### src/hw/rtl/stg_pkg.sv
package stg_pkg;

	localparam int PHASE_BITS   = 32;
	localparam int SAMPLE_SHIFT = 12;

	localparam int RATE_W   = 18;
	localparam int FIELD_W  = 16;
	localparam int SAMPLE_W = 28;
	localparam int COUNT_W  = 24;
	localparam int FADE_W   = 10;
	localparam int PEAK_W   = 15;
	localparam int PROD_W   = RATE_W + FIELD_W;
	localparam int SCALE_W  = PEAK_W + FADE_W;
	localparam int DIV_W    = (PHASE_BITS + FIELD_W > PROD_W) ? PHASE_BITS + FIELD_W : PROD_W;
	localparam int DVS_W    = RATE_W;
	localparam int CNT_W    = $clog2(DIV_W + 1);
	localparam int CFG_IDX_W = 1;

	// fixed divisions by reciprocal multiplication
	// n/1000 taken as (n/8)/125, exact for a product below 2^34
	// rate/200 exact for an 18-bit rate
	localparam int TOTAL_PRE_SHIFT = 3;
	localparam int RCP_A_W = PROD_W - TOTAL_PRE_SHIFT;
	localparam int RCP_B_W = 32;
	localparam int RCP_P_W = RCP_A_W + RCP_B_W;
	localparam logic [RCP_B_W-1:0] RCP_125 = 32'd2199023256;
	localparam int RCP_125_SHIFT = 38;
	localparam logic [RCP_B_W-1:0] RCP_200 = 32'd335545;
	localparam int RCP_200_SHIFT = 26;

	localparam logic [RATE_W-1:0]  RATE_RESET    = RATE_W'(16000);
	localparam logic [DVS_W-1:0]   TOTAL_DIVISOR = DVS_W'(1000);
	localparam logic [DVS_W-1:0]   FADE_DIVISOR  = DVS_W'(200);
	localparam logic [FIELD_W-1:0] PEAK_MAX      = FIELD_W'(32767);
	localparam logic [COUNT_W-1:0] COUNT_MAX     = {COUNT_W{1'b1}};
	localparam logic [FADE_W-1:0]  FADE_MAX      = {FADE_W{1'b1}};

	localparam logic [CFG_IDX_W-1:0] REG_RATE   = CFG_IDX_W'(0);
	localparam logic [CFG_IDX_W-1:0] REG_ENABLE = CFG_IDX_W'(1);

	localparam logic MODE_START = 1'b0;
	localparam logic MODE_TICK  = 1'b1;

	typedef enum logic [1:0] {
		ST_OK      = 2'd0,
		ST_BAD_ARG = 2'd1,
		ST_IDLE    = 2'd2
	} status_t;

	typedef struct packed {
		logic               mode;
		logic [FIELD_W-1:0] freq_hz;
		logic [FIELD_W-1:0] dur_ms;
		logic [FIELD_W-1:0] amplitude;
	} item_t;

	typedef struct packed {
		status_t                    status;
		logic signed [SAMPLE_W-1:0] sample;
		logic                       last;
	} result_t;

	typedef enum logic [3:0] {
		A_NONE,
		A_LD_TOTAL,
		A_DIV,
		A_SET_TOTAL,
		A_LD_FADE,
		A_SET_FADE,
		A_LD_PHASE,
		A_START_OK,
		A_REJECT,
		A_LD_MAG,
		A_LD_FIN,
		A_SET_MAG,
		A_LD_FOUT,
		A_EMIT_TICK,
		A_EMIT_IDLE,
		A_RECIP
	} action_t;

	typedef enum logic [2:0] {
		C_NEXT,
		C_IS_TICK,
		C_BAD_ARGS,
		C_DIV_MORE,
		C_NO_TONE,
		C_NO_FADE_IN,
		C_NO_FADE_OUT
	} cond_t;

	localparam int STEP_W = 5;
	typedef logic [STEP_W-1:0] step_t;

	localparam step_t P_DISPATCH  = 5'd0;
	localparam step_t P_CHECK     = 5'd1;
	localparam step_t P_LD_TOTAL  = 5'd2;
	localparam step_t P_DIV_TOTAL = 5'd3;
	localparam step_t P_SET_TOTAL = 5'd4;
	localparam step_t P_LD_FADE   = 5'd5;
	localparam step_t P_DIV_FADE  = 5'd6;
	localparam step_t P_SET_FADE  = 5'd7;
	localparam step_t P_LD_PHASE  = 5'd8;
	localparam step_t P_DIV_PHASE = 5'd9;
	localparam step_t P_START_OK  = 5'd10;
	localparam step_t P_REJECT    = 5'd11;
	localparam step_t P_TICK      = 5'd12;
	localparam step_t P_LD_FIN    = 5'd13;
	localparam step_t P_DIV_FIN   = 5'd14;
	localparam step_t P_SET_FIN   = 5'd15;
	localparam step_t P_LD_FOUT   = 5'd16;
	localparam step_t P_DIV_FOUT  = 5'd17;
	localparam step_t P_SET_FOUT  = 5'd18;
	localparam step_t P_EMIT_TICK = 5'd19;
	localparam step_t P_IDLE      = 5'd20;

	typedef struct packed {
		action_t act;
		cond_t   cond;
		step_t   target;
		logic    done;
	} ctrl_t;

	// control store: one word per step
	function automatic ctrl_t ucode(input step_t step);
		ctrl_t w;
		w = '{act: A_NONE, cond: C_NEXT, target: P_DISPATCH, done: 1'b0};
		unique case (step)
			P_DISPATCH:  w = '{A_NONE,      C_IS_TICK,     P_TICK,      1'b0};
			P_CHECK:     w = '{A_NONE,      C_BAD_ARGS,    P_REJECT,    1'b0};
			P_LD_TOTAL:  w = '{A_LD_TOTAL,  C_NEXT,        P_DISPATCH,  1'b0};
			P_DIV_TOTAL: w = '{A_RECIP,     C_NEXT,        P_DISPATCH,  1'b0};
			P_SET_TOTAL: w = '{A_SET_TOTAL, C_NEXT,        P_DISPATCH,  1'b0};
			P_LD_FADE:   w = '{A_LD_FADE,   C_NEXT,        P_DISPATCH,  1'b0};
			P_DIV_FADE:  w = '{A_RECIP,     C_NEXT,        P_DISPATCH,  1'b0};
			P_SET_FADE:  w = '{A_SET_FADE,  C_NEXT,        P_DISPATCH,  1'b0};
			P_LD_PHASE:  w = '{A_LD_PHASE,  C_NEXT,        P_DISPATCH,  1'b0};
			P_DIV_PHASE: w = '{A_DIV,       C_DIV_MORE,    P_DIV_PHASE, 1'b0};
			P_START_OK:  w = '{A_START_OK,  C_NEXT,        P_DISPATCH,  1'b1};
			P_REJECT:    w = '{A_REJECT,    C_NEXT,        P_DISPATCH,  1'b1};
			P_TICK:      w = '{A_LD_MAG,    C_NO_TONE,     P_IDLE,      1'b0};
			P_LD_FIN:    w = '{A_LD_FIN,    C_NO_FADE_IN,  P_LD_FOUT,   1'b0};
			P_DIV_FIN:   w = '{A_DIV,       C_DIV_MORE,    P_DIV_FIN,   1'b0};
			P_SET_FIN:   w = '{A_SET_MAG,   C_NEXT,        P_DISPATCH,  1'b0};
			P_LD_FOUT:   w = '{A_LD_FOUT,   C_NO_FADE_OUT, P_EMIT_TICK, 1'b0};
			P_DIV_FOUT:  w = '{A_DIV,       C_DIV_MORE,    P_DIV_FOUT,  1'b0};
			P_SET_FOUT:  w = '{A_SET_MAG,   C_NEXT,        P_DISPATCH,  1'b0};
			P_EMIT_TICK: w = '{A_EMIT_TICK, C_NEXT,        P_DISPATCH,  1'b1};
			P_IDLE:      w = '{A_EMIT_IDLE, C_NEXT,        P_DISPATCH,  1'b1};
			default:     w = '{A_NONE,      C_NEXT,        P_DISPATCH,  1'b1};
		endcase
		return w;
	endfunction

endpackage

### src/hw/rtl/square_tone_generator_with_fade_core.sv
// channel   direction  payload            handshake
// item      in         stg_pkg::item_t    item_valid / item_stall
// result    out        stg_pkg::result_t  result_valid / result_stall
// cfg       in         cfg_index/cfg_data cfg_we, no wait
//
// the phase step and the fade scaling use the shared restoring divider, one quotient bit
// a cycle; the fixed divisions by 1000 and 200 are one reciprocal multiply each
// arst_n clears control, configuration and tone state; the rate register resets to 16000
// item_stall is high while the sequencer runs; a finished result waits in the output
// register, and the final step of the next item holds there while result_stall keeps it full
module square_tone_generator_with_fade_core (
	input  logic                                clk,
	input  logic                                arst_n,
	input  logic                                item_valid,
	output logic                                item_stall,
	input  stg_pkg::item_t                      item,
	output logic                                result_valid,
	input  logic                                result_stall,
	output stg_pkg::result_t                    result,
	input  logic                                cfg_we,
	input  logic [stg_pkg::CFG_IDX_W-1:0]       cfg_index,
	input  logic [stg_pkg::RATE_W-1:0]          cfg_data
);
	import stg_pkg::*;

	// configuration
	logic [RATE_W-1:0] rate_q;
	logic              enable_q;

	// sequencer
	logic  running_q;
	step_t step_q;
	ctrl_t cw;
	logic  slot_free;
	logic  hold;
	logic  fire;
	logic  take_jump;

	// tone state
	logic [PHASE_BITS-1:0] phase_q;
	logic [PHASE_BITS-1:0] incr_q;
	logic [COUNT_W-1:0]    total_q;
	logic [COUNT_W-1:0]    pos_q;
	logic [FADE_W-1:0]     fade_q;
	logic [PEAK_W-1:0]     peak_q;
	logic                  active_q;

	// datapath working registers
	item_t              item_q;
	logic [DIV_W-1:0]   acc_q;
	logic [DVS_W-1:0]   rem_q;
	logic [DVS_W-1:0]   dvs_q;
	logic [CNT_W-1:0]   cnt_q;
	logic [PEAK_W-1:0]  mag_q;
	logic [COUNT_W-1:0] remain_q;
	result_t            result_q;

	// combinational datapath
	logic [RATE_W-1:0]   mul_a;
	logic [FIELD_W-1:0]  mul_b;
	logic [PROD_W-1:0]   prod;
	logic [DVS_W:0]      r_sh;
	logic [DVS_W:0]      r_diff;
	logic                q_bit;
	logic                recip_fade;
	logic [RCP_A_W-1:0]  rcp_a;
	logic [RCP_B_W-1:0]  rcp_b;
	logic [RCP_P_W-1:0]  rcp_prod;
	logic [RCP_A_W-1:0]  rcp_quot;
	logic                bad_args;
	logic                fade_in;
	logic                fade_out;
	logic [SAMPLE_W-1:0] shifted;
	logic [SAMPLE_W-1:0] level;
	logic [COUNT_W-1:0]  pos_next;
	logic                is_last;

	assign cw = ucode(step_q);

	// the output register takes a new result when empty or being emptied
	assign slot_free  = !result_valid || !result_stall;
	assign hold       = cw.done && !slot_free;
	assign fire       = running_q && !hold;
	assign item_stall = running_q;

	assign result = result_q;

	// argument check for a start transaction
	assign bad_args = !enable_q || (rate_q == '0) || (item_q.freq_hz == '0)
		|| (item_q.dur_ms == '0) || (item_q.amplitude == '0)
		|| (item_q.amplitude > PEAK_MAX);

	assign fade_in  = (fade_q != '0) && (pos_q < COUNT_W'(fade_q));
	assign fade_out = (fade_q != '0) && (remain_q < COUNT_W'(fade_q));

	always_comb begin
		unique case (cw.cond)
			C_NEXT:        take_jump = 1'b0;
			C_IS_TICK:     take_jump = (item_q.mode == MODE_TICK);
			C_BAD_ARGS:    take_jump = bad_args;
			C_DIV_MORE:    take_jump = (cnt_q > CNT_W'(1));
			C_NO_TONE:     take_jump = !active_q;
			C_NO_FADE_IN:  take_jump = !fade_in;
			C_NO_FADE_OUT: take_jump = !fade_out;
			default:       take_jump = 1'b0;
		endcase
	end

	// shared product multiplier, apart from the reciprocal one: rate by duration, or level by fade position
	always_comb begin
		unique case (cw.act)
			A_LD_FIN: begin
				mul_a = RATE_W'(mag_q);
				mul_b = FIELD_W'(pos_q[FADE_W-1:0]);
			end
			A_LD_FOUT: begin
				mul_a = RATE_W'(mag_q);
				mul_b = FIELD_W'(remain_q[FADE_W-1:0]);
			end
			default: begin
				mul_a = rate_q;
				mul_b = item_q.dur_ms;
			end
		endcase
	end

	assign prod = PROD_W'(mul_a) * PROD_W'(mul_b);

	// restoring divide step: dividend leaves at the top of acc, quotient enters at the bottom
	assign r_sh   = {rem_q, acc_q[DIV_W-1]};
	assign r_diff = r_sh - {1'b0, dvs_q};
	assign q_bit  = !r_diff[DVS_W];

	// fixed divisors: sample count as (product/8)/125, fade length as rate/200
	assign recip_fade = (dvs_q == FADE_DIVISOR);
	assign rcp_a      = recip_fade ? RCP_A_W'(acc_q[RATE_W-1:0])
		: acc_q[PROD_W-1:TOTAL_PRE_SHIFT];
	assign rcp_b      = recip_fade ? RCP_200 : RCP_125;
	assign rcp_prod   = RCP_P_W'(rcp_a) * RCP_P_W'(rcp_b);
	assign rcp_quot   = recip_fade ? RCP_A_W'(rcp_prod >> RCP_200_SHIFT)
		: RCP_A_W'(rcp_prod >> RCP_125_SHIFT);

	// sample level and position update for a tick
	assign shifted  = SAMPLE_W'(mag_q) << SAMPLE_SHIFT;
	assign level    = phase_q[PHASE_BITS-1] ? shifted : (SAMPLE_W'(0) - shifted);
	assign pos_next = pos_q + COUNT_W'(1);
	assign is_last  = (pos_next >= total_q);

	// control, configuration and tone state
	always_ff @(posedge clk or negedge arst_n) begin
		if (!arst_n) begin
			rate_q       <= RATE_RESET;
			enable_q     <= 1'b0;
			running_q    <= 1'b0;
			step_q       <= P_DISPATCH;
			result_valid <= 1'b0;
			phase_q      <= '0;
			incr_q       <= '0;
			total_q      <= '0;
			pos_q        <= '0;
			fade_q       <= '0;
			peak_q       <= '0;
			active_q     <= 1'b0;
		end else begin
			if (cfg_we) begin
				unique case (cfg_index)
					REG_RATE:   rate_q   <= cfg_data;
					REG_ENABLE: enable_q <= cfg_data[0];
					default:    ;
				endcase
			end

			// a result leaving while the next one is finished stays valid
			if (result_valid && !result_stall && !(fire && cw.done)) begin
				result_valid <= 1'b0;
			end

			if (!running_q) begin
				if (item_valid) begin
					running_q <= 1'b1;
					step_q    <= P_DISPATCH;
				end
			end else if (fire) begin
				if (cw.done) begin
					running_q    <= 1'b0;
					result_valid <= 1'b1;
				end
				step_q <= take_jump ? cw.target : step_q + STEP_W'(1);

				unique case (cw.act)
					A_SET_TOTAL: begin
						total_q <= (|acc_q[DIV_W-1:COUNT_W]) ? COUNT_MAX
							: acc_q[COUNT_W-1:0];
					end
					A_SET_FADE: begin
						fade_q <= (|acc_q[DIV_W-1:FADE_W]) ? FADE_MAX : acc_q[FADE_W-1:0];
					end
					A_START_OK: begin
						// new tone replaces any running one
						incr_q   <= acc_q[PHASE_BITS-1:0];
						phase_q  <= '0;
						pos_q    <= '0;
						peak_q   <= item_q.amplitude[PEAK_W-1:0];
						active_q <= (total_q != '0);
					end
					A_EMIT_TICK: begin
						phase_q <= phase_q + incr_q;
						pos_q   <= pos_next;
						if (is_last) begin
							active_q <= 1'b0;
						end
					end
					default: ;
				endcase
			end
		end
	end

	// working registers and result payload
	always_ff @(posedge clk) begin
		if (!running_q && item_valid) begin
			item_q <= item;
		end
		if (fire) begin
			unique case (cw.act)
				A_LD_TOTAL: begin
					acc_q <= DIV_W'(prod);
					dvs_q <= TOTAL_DIVISOR;
				end
				A_LD_FADE: begin
					acc_q <= DIV_W'(rate_q);
					dvs_q <= FADE_DIVISOR;
				end
				A_RECIP: begin
					acc_q <= DIV_W'(rcp_quot);
				end
				A_LD_PHASE: begin
					acc_q <= DIV_W'({item_q.freq_hz, {PHASE_BITS{1'b0}}})
						<< (DIV_W - PHASE_BITS - FIELD_W);
					rem_q <= '0;
					dvs_q <= rate_q;
					cnt_q <= CNT_W'(PHASE_BITS + FIELD_W);
				end
				A_LD_FIN, A_LD_FOUT: begin
					acc_q <= DIV_W'(prod[SCALE_W-1:0]) << (DIV_W - SCALE_W);
					rem_q <= '0;
					dvs_q <= DVS_W'(fade_q);
					cnt_q <= CNT_W'(SCALE_W);
				end
				A_DIV: begin
					acc_q <= {acc_q[DIV_W-2:0], q_bit};
					rem_q <= q_bit ? r_diff[DVS_W-1:0] : r_sh[DVS_W-1:0];
					cnt_q <= cnt_q - CNT_W'(1);
				end
				A_LD_MAG: begin
					mag_q    <= peak_q;
					remain_q <= total_q - pos_q;
				end
				A_SET_MAG: begin
					mag_q <= acc_q[PEAK_W-1:0];
				end
				A_START_OK: begin
					result_q <= '{status: ST_OK, sample: '0, last: 1'b0};
				end
				A_REJECT: begin
					result_q <= '{status: ST_BAD_ARG, sample: '0, last: 1'b0};
				end
				A_EMIT_IDLE: begin
					result_q <= '{status: ST_IDLE, sample: '0, last: 1'b0};
				end
				A_EMIT_TICK: begin
					result_q <= '{status: ST_OK, sample: level, last: is_last};
				end
				default: ;
			endcase
		end
	end

endmodule

### config.mk
export PLATFORM = sky130hd
export DESIGN_NAME = square_tone_generator_with_fade_core
export DESIGN_NICKNAME = d
export VERILOG_FILES = /design/src/hw/rtl/stg_pkg.sv /design/src/hw/rtl/square_tone_generator_with_fade_core.sv
export SDC_FILE = /design/constraint.sdc
export NUM_CORES = 2
export LEC_CHECK = 0
export ABC_AREA = 1
export BUFFER_PORTS_ARGS = -buffer_cell sky130_fd_sc_hd__clkbuf_2
export CORE_ASPECT_RATIO = 1.75
export CORE_MARGIN = 2
export CORE_UTILIZATION = 57
export CTS_CLUSTER_DIAMETER = 200
export CTS_CLUSTER_SIZE = 12
export DETAILED_ROUTE_END_ITERATION = 8
export PLACE_DENSITY = 0.81
export RECOVER_POWER = 100
export SYNTH_ARGS = -nofsm -noshare
export SYNTH_HDL_FRONTEND = slang
export SYNTH_SLANG_ARGS = --single-unit
### constraint.sdc
create_clock -name clk -period 12.45 [get_ports clk]
set_input_delay 1.245 -clock clk [delete_from_list [all_inputs] [get_ports clk]]
set_output_delay 1.245 -clock clk [all_outputs]
set_load 0.05 [all_outputs]
==> impl_results.md <==
* Max-slew violation count at 571
* FF+latch count, synth at about 360
* CTS HTree Levels at 2
* Worst rel slew slack at -245%
* Num CTS Buffers at 36
* Starting DRT DRC Count at 3,435
* GPL Wtd Cong at 1.07
* Outcome: finished with violations
* Synthesized area per cell at 8.45 sq um
* Finished Core Util at 60.9%
* Core area at 84,500 sq um
* Antenna Nets Post-Route at 0
* Post-Synthesis Cells at approximately 5,800
* Place WS at around 2.4 ns
* Top cell family by delay on the critical path: adder cells
* EDFF count, synth at 197
* CTS Sinks at approximately 360
* Ys flop type: edfxtp_1
* Worst Max-Slew Pin Slew at ~5.2 ns
* Cell type with the highest aggregate area in the netlist: fa_1
* Sequential cell area at 10,000 sq um
* Largest family of logic cells by synthesized area: adder cells
* Clk slew on worst S/H paths at around 0.07 ns
* Minimum clock period at roughly 11 ns
* Post-CTS Setup Inserts at 0
* Synth warn at 0
* GRT met2 Usage at 68.5%
* Worst setup EP type: register
* Vias in the first global route at 44,500
* Cell mode on critical path: fa_1
* Buffers on Ports at 93
* RSZ-0062 raised after global routing: no
* Setup TNS at 0 ns
* Post-route cell area at approximately 51,000 sq um
* DRC violations left at 0
* Arrival @ worst endpoint at 10.98 ns
* Multiplexer share of the synthesized area at 0%
* Hold endpoint: active_q
* Initial antenna violation count at 8
* Initial Utilization at 57.7%
* Via count at between 40,000 and 50,000
* CTS tree: built
* Synth Area in Compound Gates at 9.74%
* Simple-Gate Fraction of Synth Area at 15.1%
* Failing checks: capacitance limit, slew limit
* CP max FO at 32
* Final worst setup slack at approximately 1.8 ns
* Met1 usage in global routing at 37.0%
* Layout Skew at 0.0394 ns
* Final Hold Fails at 0
* Top Usage Layer GRT: met2
* Critical setup path kind: register to register
* Crit-path slowest cell: nor2_1
* Buffers plus inverters on the worst setup path at 7
* Grt ovf at 0
* R2r setup slk at 1.78 ns
* Post-synthesis xor/xnor area fraction at 2.19%
* Grt met3 use at between 7 and 8%
* Clk Latency, worst-skew pair at roughly 0.58 ns
* Sequential share of the synthesized area at 20.6%
* Netlist Area Pre-Place at 48,700 sq um
* Cell row count at 141
* Overall Global Routing Usage at 39.3%
* Number of gates resized after CTS at 0
* Area grow syn2layout at 5.57%
* Min-Delay Path Class: register to register
* First-pass GRT wire length at 255,000 um
* Filler cells at 7,384
* Root Driver: clkbuf_16
* Cell Area, Placed at 50,500 sq um
* Ports at 106
* R2R cell count at 32
* CP startpoint kind: register
* Synth area leaders: fa_1, ha_1, edfxtp_1
* Ys async rst share at 45.4%
* Max stage delay on crit path at 1.13 ns
* Synth top area share at 25.6%
* Hold Path Depth at 2
* Reg2reg start: dvs_q[6]
* Drt first pass iters at 9
* Distinct cells, synth at 60
* Die Footprint at 88,000 sq um
* Avg WL per Cell at 24.2 um
* Setup violations, final at 0
* Worst Path Required at 12.76 ns
* Clock Tree Buf Depth at 3
* # hold bufs at CTS at 0
* Die width at between 200 and 250 um
* Final nets at between 7,000 and 8,000
* Via density at 5.94
* Synth Area in Adders at 41.3%
* Die height at around 390 um
* Largest net degree at the start of global routing at 91
* Period utilisation layout at between 80% and 90%
* HPWL after DPL at approximately 140,000 um
* Layout cells sized above 1 at 3.05%
* Hold Crit Start: active_q
* Area of the multi-input gates at 33,600 sq um
* Final WL at 169,000 um
* Max-cap viol count at 15
* Max frequency at about 94 MHz
* Reg2reg end: acc_q[17]
[synthesized netlist by cell type (10+ instances only)]
cell type	instances
a31oi_1	21
inv_2	19
nor3_1	49
o21ai_0	340
a21oi_1	309
buf_4	15
xor2_1	85
nand3b_1	11
dfrtp_1	158
o22ai_1	32
clkbuf_1	61
o221ai_1	10
nor2_1	481
ha_1	609
inv_1	1254
o21bai_1	14
nor4_1	45
nand4_1	42
buf_2	39
buf_1	11
fa_1	624
nand3_1	149
edfxtp_1	197
xnor2_1	37
nand2_1	977
o21a_1	17
o211ai_1	21
a22oi_1	15
a21o_1	15
[stage by stage]
stage | hold WS (ns) | std cells
floorplan | 0.437 | 5846
global placement | 0.457 | 6916
detailed placement | 0.465 | 6916
CTS | 0.481 | 6978
global route | 0.499 | 6982
finish | 0.477 | 6985
[layout make-up]
cell class | count | share of cell area [%]
Antenna cell | 7 | 0.0340
Clock buffer | 58 | 1.91
Clock inverter | 4 | 0.151
Inverter | 1277 | 9.32
Multi-Input combinational cell | 4079 | 65.3
Sequential cell | 361 | 19.5
Tap cell | 1072 | 2.61
Timing Repair Buffer | 127 | 1.24
[flip-flops by register name, indices dropped and copies added, names as in the netlist, 6 cells and up]
| register | flops |
|---|---|
| peak_q | 15 |
| item_q | 49 |
| dvs_q | 18 |
| pos_q | 24 |
| rem_q | 18 |
| mag_q | 15 |
| fade_q | 10 |
| acc_q | 48 |
| incr_q | 32 |
| rate_q | 18 |
| cnt_q | 6 |
| remain_q | 24 |
| phase_q | 32 |
| result | 19 |
| total_q | 24 |
[cell usage in the layout (no fill, tap or decap), drive strengths merged, types with 45 or more instances in the layout]
master	instances
a21oi	314
clkbuf	163
conb	81
dfrtp	158
edfxtp	197
fa	624
ha	609
inv	1274
nand2	981
nand3	150
nor2	494
nor3	49
nor4	45
o21ai	356
xor2	85
[how the worst max path moves through the flow]
stage | startpoint | endpoint | slack [ns] | cells after the start
6_report | dvs_q[6] | acc_q[17] | 1.78 | 32
5_1_grt | dvs_q[1] | acc_q[17] | 1.43 | 33
4_1_cts | dvs_q[6] | acc_q[17] | 2.38 | 32
3_5_place_dp | dvs_q[7] | acc_q[17] | 2.41 | 32
3_3_place_gp | dvs_q[7] | acc_q[17] | 2.37 | 32
2_1_floorplan | dvs_q[1] | acc_q[24] | 4.65 | 38
[logic make-up (layout without fill, tap and decap cells)]
logic type      Yosys count  in the layout
simple gates           1791           1791
buf+inv                1406           1466
fa+ha+maj              1233           1233
compound gates          852            852
flops                   361            361
xor+xnor                122            122
other cells               2             88
[worst reg2reg max path: cells and delay by family, from the launching register on]
family / cells / cell delay [ns]
and+or+nand+nor: 9 / 2.05
buffers and inverters: 7 / 1.51
AOI/OAI and AO/OA: 7 / 2.01
adders and majority gates: 9 / 4.45
DFF: 1 / 0.38
[layer usage]
layer / up-vias / share of wire (%)
li1: 18400 / -
met1: 20000 / 30
met2: 2148 / 49
met3: 983 / 7.5
met4: 4 / 13
met5: - / 0.014
Power is left out: the tool's default activity adds up to more than one toggle a clock period on the data nets, which glitch-free logic cannot reach.
